$ cat config.mk
export PLATFORM = sky130hd
export DESIGN_NAME = cartridge_bank_and_cycle_irq_mapper_unit_flat
export DESIGN_NICKNAME = d
export VERILOG_FILES = /design/src/rtl/cbm_pkg.sv /design/src/rtl/cbm_if.sv /design/src/rtl/cbm_core.sv /design/src/rtl/cartridge_bank_and_cycle_irq_mapper_unit.sv /design/src/flat_wrapper.sv
export SDC_FILE = /design/constraint.sdc
export NUM_CORES = 1
export LEC_CHECK = 0
export BUFFER_PORTS_ARGS = -buffer_cell sky130_fd_sc_hd__buf_4
export CAP_MARGIN = 20
export CORE_UTILIZATION = 35
export DETAILED_ROUTE_END_ITERATION = 10
export PLACE_DENSITY = 0.64
export SYNTH_ARGS = -nofsm -noshare
export SYNTH_HDL_FRONTEND = slang
export SYNTH_SLANG_ARGS = --single-unit
$ cat constraint.sdc
create_clock -name clk -period 6.3 [get_ports clk]
set_input_delay 0.315 -clock clk [delete_from_list [all_inputs] [get_ports clk]]
set_output_delay 0.315 -clock clk [all_outputs]
set_load 0.01 [all_outputs]
$ cat src/rtl/cbm_pkg.sv
// shared types and decode constants for the cartridge bank and cycle irq mapper
// no dependencies; imported by the core and the top level
package cbm_pkg;

  // bus write addresses, matched exactly
  localparam logic [15:0] ADDR_NIB0   = 16'h8000;
  localparam logic [15:0] ADDR_NIB1   = 16'h9000;
  localparam logic [15:0] ADDR_NIB2   = 16'hA000;
  localparam logic [15:0] ADDR_NIB3   = 16'hB000;
  localparam logic [15:0] ADDR_ARM    = 16'hC000;
  localparam logic [15:0] ADDR_SELECT = 16'hE000;
  localparam logic [15:0] ADDR_LOAD   = 16'hF000;

  // action codes
  localparam logic ACT_WRITE = 1'b0;
  localparam logic ACT_TICK  = 1'b1;

  // counter fires when the lossless sum reaches this value
  localparam logic [16:0] IRQ_LIMIT = 17'h0FFFF;

  localparam int BANK_COUNT = 8;
  localparam int SEL_W      = $clog2(BANK_COUNT);

  // bank register indexes for the reported windows
  localparam logic [SEL_W-1:0] REG_6000 = 3'd4;
  localparam logic [SEL_W-1:0] REG_8000 = 3'd1;
  localparam logic [SEL_W-1:0] REG_A000 = 3'd2;
  localparam logic [SEL_W-1:0] REG_C000 = 3'd3;

  typedef struct packed {
    logic        action;
    logic [15:0] address;
    logic [7:0]  data;
    logic [7:0]  cycles;
  } cmd_t;

  typedef struct packed {
    logic       irq_line;
    logic [7:0] bank_6000;
    logic [7:0] bank_8000;
    logic [7:0] bank_a000;
    logic [7:0] bank_c000;
  } res_t;

endpackage

$ cat src/rtl/cbm_if.sv
// valid/ready channel interfaces for the mapper command and result beats
// no dependencies beyond plain logic signals
interface cbm_cmd_if;
  logic        valid;
  logic        ready;
  logic        action;
  logic [15:0] address;
  logic [7:0]  data;
  logic [7:0]  cycles;

  modport source (output valid, output action, output address, output data,
                  output cycles, input ready);
  modport sink   (input valid, input action, input address, input data,
                  input cycles, output ready);
endinterface

interface cbm_res_if;
  logic       valid;
  logic       ready;
  logic       irq_line;
  logic [7:0] bank_6000;
  logic [7:0] bank_8000;
  logic [7:0] bank_a000;
  logic [7:0] bank_c000;

  modport source (output valid, output irq_line, output bank_6000, output bank_8000,
                  output bank_a000, output bank_c000, input ready);
  modport sink   (input valid, input irq_line, input bank_6000, input bank_8000,
                  input bank_a000, input bank_c000, output ready);
endinterface

$ cat src/rtl/cbm_core.sv
// mapper state: bank registers, select, cycle counter and irq flags
// depends on cbm_pkg; updates state once per step and reports post-update values
module cbm_core (
  input  logic          clk,
  input  logic          rst,
  input  logic          step,
  input  cbm_pkg::cmd_t cmd,
  output cbm_pkg::res_t res
);
  import cbm_pkg::*;

  logic [7:0]       bank [BANK_COUNT];
  logic [7:0]       bank_next [BANK_COUNT];
  logic [SEL_W-1:0] sel, sel_next;
  logic             armed, armed_next;
  logic [15:0]      counter, counter_next;
  logic             asserted, asserted_next;
  logic [16:0]      sum;
  logic             fire;

  // lossless counter sum for a tick
  assign sum  = {1'b0, counter} + {9'b0, cmd.cycles};
  assign fire = step && (cmd.action == ACT_TICK) && armed && (sum >= IRQ_LIMIT);

  // next state for one beat
  always_comb begin
    bank_next     = bank;
    sel_next      = sel;
    armed_next    = armed;
    counter_next  = counter;
    asserted_next = asserted;
    if (step) begin
      if (cmd.action == ACT_TICK) begin
        if (armed) begin
          if (fire) begin
            counter_next  = '0;
            armed_next    = 1'b0;
            asserted_next = 1'b1;
          end else begin
            counter_next = sum[15:0];
          end
        end
      end else begin
        unique case (cmd.address)
          ADDR_NIB0: begin
            counter_next[3:0] = cmd.data[3:0];
            asserted_next     = 1'b0;
          end
          ADDR_NIB1: begin
            counter_next[7:4] = cmd.data[3:0];
            asserted_next     = 1'b0;
          end
          ADDR_NIB2: begin
            counter_next[11:8] = cmd.data[3:0];
            asserted_next      = 1'b0;
          end
          ADDR_NIB3: begin
            counter_next[15:12] = cmd.data[3:0];
            asserted_next       = 1'b0;
          end
          ADDR_ARM: begin
            asserted_next = 1'b0;
            armed_next    = 1'b1;
          end
          ADDR_SELECT: sel_next = cmd.data[SEL_W-1:0];
          ADDR_LOAD:   bank_next[sel] = cmd.data;
          default: ;
        endcase
      end
    end
  end

  // result is taken after the update
  assign res.irq_line  = asserted_next;
  assign res.bank_6000 = bank_next[REG_6000];
  assign res.bank_8000 = bank_next[REG_8000];
  assign res.bank_a000 = bank_next[REG_A000];
  assign res.bank_c000 = bank_next[REG_C000];

  // state registers
  always_ff @(posedge clk) begin
    if (rst) begin
      for (int i = 0; i < BANK_COUNT; i++) begin
        bank[i] <= '0;
      end
      sel      <= '0;
      armed    <= 1'b0;
      counter  <= '0;
      asserted <= 1'b0;
    end else begin
      bank     <= bank_next;
      sel      <= sel_next;
      armed    <= armed_next;
      counter  <= counter_next;
      asserted <= asserted_next;
    end
  end

`ifndef ASSERT_OFF
  // firing disarms, and arming clears the irq, so both are never set
  a_irq_not_armed: assert property (@(posedge clk) disable iff (rst)
    asserted |-> !armed)
    else $error("irq asserted while counter armed");

  // a fire leaves the counter cleared
  a_fire_clears: assert property (@(posedge clk) disable iff (rst)
    fire |=> (counter == '0) && asserted)
    else $error("counter not cleared after fire");

  // a tick while disarmed changes nothing in the counter path
  a_idle_tick: assert property (@(posedge clk) disable iff (rst)
    (step && (cmd.action == ACT_TICK) && !armed) |=>
      ($stable(counter) && $stable(asserted) && !armed))
    else $error("disarmed tick changed counter state");
`endif

endmodule

$ cat src/rtl/cartridge_bank_and_cycle_irq_mapper_unit.sv
// Counter add-compare and bank decode lie between the input register and the result register.
// Throughput: one beat per cycle while the result is not stalled.
// An input register and a result register part the two sides, so one more beat is
// taken while a result is stalled.
// Reset: synchronous rst clears bank registers, select, counter and irq flags at once.
// Top level: command/result channels around the mapper core; depends on cbm_pkg, cbm_if
// and cbm_core
module cartridge_bank_and_cycle_irq_mapper_unit (
  input  logic clk,
  input  logic rst,
  cbm_cmd_if.sink   cmd,
  cbm_res_if.source res
);
  import cbm_pkg::*;

  logic in_full;
  cmd_t in_item;
  logic out_full;
  res_t out_item;
  res_t core_res;
  logic advance;

  // move the held beat into the result register when it is free or being taken
  assign advance   = in_full && (!out_full || res.ready);
  assign cmd.ready = !in_full || advance;

  // input register
  always_ff @(posedge clk) begin
    if (rst) begin
      in_full <= 1'b0;
    end else if (cmd.ready) begin
      in_full <= cmd.valid;
    end
    if (cmd.valid && cmd.ready) begin
      in_item.action  <= cmd.action;
      in_item.address <= cmd.address;
      in_item.data    <= cmd.data;
      in_item.cycles  <= cmd.cycles;
    end
  end

  cbm_core u_core (
    .clk  (clk),
    .rst  (rst),
    .step (advance),
    .cmd  (in_item),
    .res  (core_res)
  );

  // result register
  always_ff @(posedge clk) begin
    if (rst) begin
      out_full <= 1'b0;
    end else if (advance) begin
      out_full <= 1'b1;
    end else if (res.ready) begin
      out_full <= 1'b0;
    end
    if (advance) begin
      out_item <= core_res;
    end
  end

  assign res.valid     = out_full;
  assign res.irq_line  = out_item.irq_line;
  assign res.bank_6000 = out_item.bank_6000;
  assign res.bank_8000 = out_item.bank_8000;
  assign res.bank_a000 = out_item.bank_a000;
  assign res.bank_c000 = out_item.bank_c000;

`ifndef ASSERT_OFF
  // a held command that cannot advance stays held unchanged
  a_hold_cmd: assert property (@(posedge clk) disable iff (rst)
    (in_full && !advance) |=> (in_full && $stable(in_item)))
    else $error("held command lost while stalled");

  // a new result appears only from an advancing command
  a_out_source: assert property (@(posedge clk) disable iff (rst)
    (!out_full || res.ready) && !advance |=> !out_full)
    else $error("result beat without a command");

  // a stalled result never gets overwritten
  a_no_overwrite: assert property (@(posedge clk) disable iff (rst)
    (out_full && !res.ready) |=> (out_full && $stable(out_item)))
    else $error("stalled result overwritten");
`endif

endmodule
$ cat src/flat_wrapper.sv
// flat-port wrapper written by rule: the top's interface ports become plain ports
module cartridge_bank_and_cycle_irq_mapper_unit_flat import cbm_pkg::*;
  (clk, rst, cmd_valid, cmd_action, cmd_address, cmd_data, cmd_cycles, cmd_ready, res_valid, res_irq_line, res_bank_6000, res_bank_8000, res_bank_a000, res_bank_c000, res_ready);
  cbm_cmd_if cmd_i ();
  cbm_res_if res_i ();
  input  logic clk;
  input  logic rst;
  input wire logic [$bits(cmd_i.valid)-1:0] cmd_valid;
  input wire logic [$bits(cmd_i.action)-1:0] cmd_action;
  input wire logic [$bits(cmd_i.address)-1:0] cmd_address;
  input wire logic [$bits(cmd_i.data)-1:0] cmd_data;
  input wire logic [$bits(cmd_i.cycles)-1:0] cmd_cycles;
  output wire logic [$bits(cmd_i.ready)-1:0] cmd_ready;
  output wire logic [$bits(res_i.valid)-1:0] res_valid;
  output wire logic [$bits(res_i.irq_line)-1:0] res_irq_line;
  output wire logic [$bits(res_i.bank_6000)-1:0] res_bank_6000;
  output wire logic [$bits(res_i.bank_8000)-1:0] res_bank_8000;
  output wire logic [$bits(res_i.bank_a000)-1:0] res_bank_a000;
  output wire logic [$bits(res_i.bank_c000)-1:0] res_bank_c000;
  input wire logic [$bits(res_i.ready)-1:0] res_ready;
  assign cmd_i.valid = cmd_valid;
  assign cmd_i.action = cmd_action;
  assign cmd_i.address = cmd_address;
  assign cmd_i.data = cmd_data;
  assign cmd_i.cycles = cmd_cycles;
  assign cmd_ready = cmd_i.ready;
  assign res_valid = res_i.valid;
  assign res_irq_line = res_i.irq_line;
  assign res_bank_6000 = res_i.bank_6000;
  assign res_bank_8000 = res_i.bank_8000;
  assign res_bank_a000 = res_i.bank_a000;
  assign res_bank_c000 = res_i.bank_c000;
  assign res_i.ready = res_ready;
  cartridge_bank_and_cycle_irq_mapper_unit u_core (.clk(clk), .rst(rst), .cmd(cmd_i), .res(res_i));
endmodule
==> impl_results.rst, run 1 <==
.. list-table::
   :header-rows: 1

   * - Metric
     - Value
   * - Sequential share of the synthesized area
     - about three fifths
   * - Drt via density
     - 5.04
   * - Nets
     - between 500 and 600
   * - Count of buffers from port buffering
     - around 70
   * - Pwr per Cell Area
     - slightly below 300 nW/um2
   * - Part of the cycle the worst path needs
     - about 55%
   * - Number of fill cells
     - roughly 1.3k
   * - Simple-gate share of the synthesized area
     - around 17%
   * - CTS max path bufs
     - 2
   * - Aggregate negative setup slack
     - 0 ns
   * - Commonest cells after routing, fill and taps aside
     - sky130_fd_sc_hd__buf_4, sky130_fd_sc_hd__edfxtp_1, sky130_fd_sc_hd__dfxtp_1
   * - Endpoint class of the critical path
     - register
   * - Overall routing resource usage
     - between 10% and 20%
   * - Final number of hold-violating endpoints
     - 0
   * - Leakage Power
     - about 2.5 nW
   * - Standard cell area after detailed placement
     - between 5000 and 6000 um2
   * - Crit-path max FO
     - 13
   * - Mapped Cells
     - about 420
   * - Routed WL per cell
     - 15.8 um
   * - Post-synth EDFFs
     - 66
   * - Flops & latches, synth
     - ~120
   * - Post-Layout Inst Area
     - about 6500 um2
   * - Count of instances resized after the clock tree is built
     - 0
   * - Iteration count of the initial detailed-routing pass
     - 4
   * - Worst setup path start
     - u_core.u_core.counter[0]$_SDFFE_PP0P_
   * - Class of the tightest hold or removal check
     - in -> reg
   * - Worst Hold Launch
     - cmd_address[5]
   * - Die Span X
     - between 100 and 150 um
   * - Die footprint
     - approximately 15000 um2
   * - Top-level I/O count
     - 72
   * - Dominant combinational cell family by area after synthesis
     - simple AND/OR/NAND/NOR gates
   * - Clock transition at the registers of the reported paths
     - 0.06 ns
   * - Area of the placeable core
     - around 14000 um2
   * - Mean instance size in the synthesized netlist
     - about 12 um2
   * - Most frequent standard cell in the layout excluding fill and tap cells
     - sky130_fd_sc_hd__buf_4
   * - TritonCTS Sinks
     - ~120
   * - Total number of placement rows
     - 43
   * - Synthesis warning total
     - 0
   * - Hold_ws
     - about 0.076 ns
   * - Critical path launch point type
     - register
   * - Clock insertion delay at the later pin of the skew report
     - about 0.41 ns
   * - Compound-cell area share of the yosys netlist
     - 8.71%
   * - Remaining max-slew budget at the tightest pin
     - between 30% and 40%
   * - Antenna violations before repair
     - 0
   * - Multiplexer share of the synthesized area
     - 8.74%
   * - Final Wtd Congestion
     - about 0.86
   * - WP data arrival
     - 3.72 ns
   * - Fraction of final layout cells with drive strength greater than 1
     - just under 30%
   * - Setup repair bufs after CTS
     - 0
   * - Maximum number of pins on one net before global-route repair
     - roughly 60
   * - Most used flip-flop cell after synthesis
     - sky130_fd_sc_hd__edfxtp_1
   * - ANT nets after route
     - 0
   * - Global-route wire length before repair
     - approximately 18000 um
   * - Synth-to-layout area growth
     - 25.9%
   * - Netlist area before placement
     - slightly above 5000 um2
   * - H-tree levels
     - 4
   * - Minimum clock period after layout
     - 3.45 ns
   * - Total number of vias
     - 3470
   * - Hold-fix buffer count after cts
     - 0
   * - Detailed Route Iter0 Violations
     - approximately 250
   * - Worst Max-Slew Pin Slew
     - about 1 ns
   * - GRT overflow
     - 0
   * - Clock tree from TritonCTS
     - built
   * - Worst clock skew on the final layout
     - 0.0107 ns
   * - Achievable Freq
     - 290 MHz
   * - Reported max-cap violation count
     - 0
   * - Share of synthesized flip-flops with an asynchronous set or reset
     - 0%
   * - Status
     - finished clean
   * - Remaining routing DRC violations
     - 0
   * - CP Data Required Time
     - ~6.6 ns
   * - Parity-gate share of the synthesized area counting xor and xnor cells
     - under 10%
   * - Peak VDD IR
     - around 0.00024 V
   * - TritonCTS buffer count
     - 17
   * - Nets in the synthesized netlist
     - ~460
   * - Total Routed Length
     - around 11000 um
   * - Antenna fix cells
     - 0
   * - Critical register-to-register path startpoint
     - u_core.u_core.counter[0]$_SDFFE_PP0P_
   * - Initial cell density of the core
     - between 30% and 40%
   * - Setup repair after global routing missed its margin
     - no
   * - Die height
     - approximately 120 um
   * - CP Class
     - reg -> reg
   * - Max-slew violation count
     - 0
   * - HPWL reported at the end of detailed placement
     - 7390 um
   * - CTS root buffer
     - sky130_fd_sc_hd__clkbuf_16
   * - Vias in the first global route
     - ~3.4k
   * - Setup violators final
     - 0
   * - Unique cell type count in the Yosys netlist
     - 60
   * - Share of synthesized cell area in full adder, half adder and majority cells
     - 2.33%
## per-stage QoR
step	util (%)	std cells	power [W]	setup slack, ns
2_1_floorplan	-	415	0.000914	3.33
3_3_place_gp	41.6	656	0.000959	2.92
3_5_place_dp	41.6	656	0.000960	2.92
4_1_cts	45.9	688	0.00196	2.89
5_1_grt	45.9	688	0.00200	2.62
6_report	45.9	688	0.00194	2.85
## cell type report
| class | count | area [um2] | share of cell area, % |
|---|---|---|---|
| Multi-Input combinational cell | 270 | 1980 | 30.5 |
| Clock buffer | 17 | 425 | 6.55 |
| Timing Repair Buffer | 72 | 541 | 8.32 |
| Sequential cell | 121 | 3080 | 47.5 |
| Tap cell | 180 | 225 | 3.47 |
| Clock inverter | 15 | 189 | 2.91 |
| Inverter | 13 | 48.8 | 0.751 |
## cells by family after synthesis
logic type,after synthesis
compound gates,66
flops,121
fa+ha+maj,9
buf+inv,24
mux,35
simple gates,153
xor+xnor,7
## worst paths after layout
path                            cells after the start  slack (ns)                               endpoint
worst max-delay path                               11        2.85  u_core.u_core.counter[8]$_SDFFE_PP0P_
worst min-delay path                                1        0.08           u_core.in_item[21]$_DFFE_PP_
worst max register to register                     11        2.85  u_core.u_core.counter[8]$_SDFFE_PP0P_
worst min register to register                      2        0.49       u_core.u_core.armed$_SDFFE_PP0P_
## cell usage after synthesis, types with 2 or more instances
master,n,area (um2)
sky130_fd_sc_hd__nand3_1,13,65.1
sky130_fd_sc_hd__a21o_1,2,15.0
sky130_fd_sc_hd__nand3_2,2,20.0
sky130_fd_sc_hd__nor2_1,38,143
sky130_fd_sc_hd__nand2_1,16,60.1
sky130_fd_sc_hd__nor4b_1,2,17.5
sky130_fd_sc_hd__or3_1,3,18.8
sky130_fd_sc_hd__o21ai_0,7,35.0
sky130_fd_sc_hd__mux2i_1,3,30.0
sky130_fd_sc_hd__edfxtp_1,66,1980
sky130_fd_sc_hd__xor2_1,6,52.6
sky130_fd_sc_hd__inv_1,12,45.0
sky130_fd_sc_hd__and3_1,2,12.5
sky130_fd_sc_hd__and2_1,2,12.5
sky130_fd_sc_hd__dfxtp_1,55,1100
sky130_fd_sc_hd__nand4_1,9,56.3
sky130_fd_sc_hd__nor3_1,4,20.0
sky130_fd_sc_hd__clkbuf_1,9,33.8
sky130_fd_sc_hd__a31oi_1,7,43.8
sky130_fd_sc_hd__and2b_1,15,113
sky130_fd_sc_hd__a311oi_1,6,52.6
sky130_fd_sc_hd__mux2_4,16,240
sky130_fd_sc_hd__mux2_2,16,180
sky130_fd_sc_hd__o211ai_1,5,37.5
sky130_fd_sc_hd__nor4_1,3,18.8
sky130_fd_sc_hd__or4b_1,2,20.0
sky130_fd_sc_hd__nand2b_1,4,25.0
sky130_fd_sc_hd__nand3b_1,2,15.0
sky130_fd_sc_hd__or4_1,4,30.0
sky130_fd_sc_hd__o32ai_1,2,17.5
sky130_fd_sc_hd__nor2b_1,22,138
sky130_fd_sc_hd__a21oi_1,25,125
sky130_fd_sc_hd__ha_1,8,100
## power by group
group,leakage (nW),internal [W],switching [W]
clock,0.301,0.000630,0.000366
sequential,1.08,0.000855,0.0000133
combinational,1.10,0.0000334,0.0000405
total,2.48,0.00152,0.000419
## critical path: stages, from the launching register on
cell and delay [ns]:
sky130_fd_sc_hd__dfxtp_1 0.34, sky130_fd_sc_hd__ha_1 0.19, sky130_fd_sc_hd__inv_1 0.06, sky130_fd_sc_hd__fa_1 0.39
sky130_fd_sc_hd__nand2b_1 0.21, sky130_fd_sc_hd__a211oi_4 0.30, sky130_fd_sc_hd__o21ai_1 0.17, sky130_fd_sc_hd__or4b_1 0.53
sky130_fd_sc_hd__o311ai_1 0.12, sky130_fd_sc_hd__nand4_1 0.57, sky130_fd_sc_hd__a31oi_1 0.33, sky130_fd_sc_hd__o32ai_1 0.09
## state kept, by name, summed over array words and instances, names as in the netlist
signal,cells
u_core.res.bank_a000,8
u_core.u_core.armed,1
u_core.u_core.sel,3
u_core.u_core.counter,16
u_core.res.valid,1
u_core.res.bank_8000,8
u_core.in_full,1
u_core.u_core.asserted,1
u_core.res.bank_6000,8
u_core.in_item,33
u_core.res.irq_line,1
u_core.res.bank_c000,8
u_core.u_core.bank,32
## metal layers
| layer | vias up | GRT usage [%] | part of all wire (%) |
|---|---|---|---|
| li1 | 1703 | - | - |
| met1 | 1660 | 20.3 | 48 |
| met2 | 90 | 23.9 | 46 |
| met3 | 17 | 4.43 | 4.5 |
| met4 | 0 | 7.00 | 1.8 |
| met5 | - | 0 | 0 |
No activity file was read; power rests on OpenSTA's default activity.
==> run 2: changes to the inputs <==
- PLACE_DENSITY: 0.64 -> 0.66
- clock period: 6.3 -> 2.8 ns (I/O delays scaled with it)
==> impl_results.rst, run 2 (synthesis results as in run 1) <==
.. list-table::
   :header-rows: 1

   * - Metric
     - Value
   * - Status
     - complete, but fails checks
   * - Violations in the final reports
     - negative setup slack
   * - Remaining routing DRC violations
     - 0 (unchanged)
   * - Clock insertion delay at the later pin of the skew report
     - 0.42 ns (about the same)
   * - Fraction of final layout cells with drive strength greater than 1
     - 35.5% (+5.8 points)
   * - Endpoint class of the critical path
     - register
   * - Routed WL per cell
     - 15.8 um (-0.41%)
   * - Total buffers and inverters traversed by the critical path
     - 3 (+2)
   * - Worst Max-Slew Pin Slew
     - 0.771 ns (-0.227 ns)
   * - Peak VDD IR
     - 0.000426 V (+79%)
   * - Crit-path max FO
     - 6 (-7)
   * - Registers with the most flip-flops
     - u_core.in_item: 33 flops, u_core.u_core.bank: 32 flops, u_core.u_core.counter: 16 flops
   * - Die footprint
     - 15200 um2 (unchanged)
   * - CTS max path bufs
     - 2 (unchanged)
   * - Antenna violations before repair
     - 0 (unchanged)
   * - Share of the core filled with cells
     - 50.7% (+4.8 points)
   * - GRT overflow
     - 0 (unchanged)
   * - CP Class
     - reg -> reg
   * - CP max-delay cell
     - sky130_fd_sc_hd__or3b_4
   * - Reported max-cap violation count
     - 0 (unchanged)
   * - Setup violators final
     - 9 (+9)
   * - Critical path launch point type
     - register
   * - Most frequent standard cell in the layout excluding fill and tap cells
     - sky130_fd_sc_hd__buf_4
   * - Area of the placeable core
     - 14100 um2 (unchanged)
   * - Remaining max-slew budget at the tightest pin
     - 48.4% (+15 points)
   * - Class of the tightest hold or removal check
     - in -> reg
   * - Final Wtd Congestion
     - 0.889 (+3.2%)
   * - Biggest cell delay along the critical path
     - 0.42 ns (-0.15 ns)
   * - Synth-to-layout area growth
     - 39.1%
   * - Part of the cycle the worst path needs
     - 101% (+47 points)
   * - Total Routed Length
     - 11800 um (+8.4%)
   * - Count of buffers from port buffering
     - 71 (unchanged)
   * - Commonest cells after routing, fill and taps aside
     - sky130_fd_sc_hd__buf_4, sky130_fd_sc_hd__edfxtp_1, sky130_fd_sc_hd__dfxtp_1
   * - HPWL reported at the end of detailed placement
     - 7760 um (+5.0%)
   * - Register containing the most flip-flops in the final layout
     - u_core.in_item
   * - Total number of placement rows
     - 43 (unchanged)
   * - Detailed Route Iter0 Violations
     - 249 (-1.6%)
   * - Global-route wire length before repair
     - 18800 um (+6.9%)
   * - Number of fill cells
     - 1214 (-5.0%)
   * - Chain of cells forming the critical path
     - ha_4 -> inv_2 -> fa_2 -> nand2b_4 -> a211oi_4 -> buf_4 -> o211ai_2 -> or3b_4 -> nand3_2 -> nand4_1 -> buf_6 -> a31oi_4 -> o32ai_1
   * - Minimum clock period after layout
     - 2.84 ns (-0.608 ns)
   * - Iteration count of the initial detailed-routing pass
     - 4 (unchanged)
   * - Antenna fix cells
     - 0 (unchanged)
   * - Max FFs per register
     - 33 (unchanged)
   * - Die height
     - 123 um (unchanged)
   * - CTS root buffer
     - sky130_fd_sc_hd__clkbuf_16
   * - Top-level I/O count
     - 72 (unchanged)
   * - Nets
     - 602 (+11%)
   * - Drt via density
     - 5.08 (+0.70%)
   * - Initial cell density of the core
     - 36.4% (unchanged)
   * - Post-layout worst setup margin
     - -0.0374 ns (-2.89 ns)
   * - Total number of vias
     - 3804 (+9.6%)
   * - ANT nets after route
     - 0 (unchanged)
   * - Vias in the first global route
     - 3842 (+13%)
   * - Clock tree from TritonCTS
     - built
   * - Hold_ws
     - 0.0309 ns (-0.0452 ns)
   * - TritonCTS buffer count
     - 17 (unchanged)
   * - Final number of hold-violating endpoints
     - 0 (unchanged)
   * - TritonCTS Sinks
     - 121 (unchanged)
   * - Achievable Freq
     - 352 MHz (+21%)
   * - Pwr per Cell Area
     - 607 nW/um2 (+100%)
   * - Overall routing resource usage
     - 16.7% (+1.1 points)
   * - Maximum number of pins on one net before global-route repair
     - 59 (unchanged)
   * - Clock transition at the registers of the reported paths
     - 0.06 ns (about the same)
   * - CP Data Required Time
     - 3.08 ns (-3.49 ns)
   * - Worst path top cell family by delay
     - simple AND/OR/NAND/NOR gates
   * - Worst clock skew on the final layout
     - 0.00833 ns (-0.00238 ns)
   * - Setup repair after global routing missed its margin
     - yes
   * - Leakage Power
     - 2.79 nW (+12%)
   * - Die Span X
     - 123 um (unchanged)
   * - WP data arrival
     - 3.11 ns (-0.61 ns)
   * - Max-slew violation count
     - 0 (unchanged)
   * - H-tree levels
     - 4 (unchanged)
-- run 2: cell types whose count changed in the layout (fill, tap and decap cells not counted), sizes merged --
cell / change
clkinvlp: +1
clkbuf: +1
buf: +27
bufinv: -1
clkinv: -2
dlygate4sd3: +34
inv: +1
-- run 2: final timing paths --
path,endpoint,startpoint,cells past startpoint,slack [ns]
setup / recovery,u_core.u_core.counter[8]$_SDFFE_PP0P_,u_core.in_item[0]$_DFFE_PP_,13,-0.04
hold / removal,u_core.res.valid$_SDFFE_PP0P_,res_ready,3,0.03
setup reg to reg,u_core.u_core.counter[8]$_SDFFE_PP0P_,u_core.in_item[0]$_DFFE_PP_,13,-0.04
hold reg to reg,u_core.u_core.armed$_SDFFE_PP0P_,u_core.u_core.armed$_SDFFE_PP0P_,2,0.49
-- run 2: final cells by class --
type	count	area (um2)	area share, %
clock buffers	18	429	5.98
clock inverters	14	164	2.29
inverters	13	48.8	0.681
multi-input cells	270	2130	29.7
flip-flops and latches	121	3080	43.0
well taps	180	225	3.14
repair buffers	133	1090	15.2
-- run 2: per-stage QoR --
step | power (W) | std cells | TNS [ns] | cell area (um2) | setup slack, ns
finish | 0.00435 | 749 | -0.160 | 7170 | -0.0374
global route | 0.00451 | 749 | -2.84 | 7170 | -0.183
CTS | 0.00438 | 747 | -0.0187 | 7080 | -0.0187
detailed placement | 0.00216 | 677 | -1.57 | 6050 | -0.166
global placement | 0.00216 | 677 | -0.00430 | 6050 | -0.00430
floorplan | 0.00206 | 415 | 0 | 5180 | 0.0378
-- run 2: worst min-delay path: cells and delay by family --
family,cells,cell delay [ns]
AOI/OAI and AO/OA,1,0.07
and+or+nand+nor,1,0.11
buffers and inverters,1,0.08
-- run 2: power breakdown --
group	switching, W	internal, W
combinational	0.000107	0.000113
clock	0.000847	0.00133
sequential	0.0000273	0.00192
-- run 2: repair_timing --
action / CTS / global route
hold buffers: 34 / 0
resized for setup: 15 / 14
endpoints found under the hold margin: 34 / 0
setup buffers: 3 / 2
pin swaps: 9 / 14
setup endpoints to repair: 19 / 23
gates cloned: 1 / 0
-- run 2: layer usage --
| metal | vias up | part of all wire [%] | track usage (%) |
|---|---|---|---|
| met5 | - | 0 | 0 |
| met4 | 0 | 2.1 | 8.81 |
| met3 | 19 | 4.7 | 4.47 |
| met2 | 104 | 51 | 28.0 |
| met1 | 1851 | 43 | 19.4 |
| li1 | 1830 | - | - |
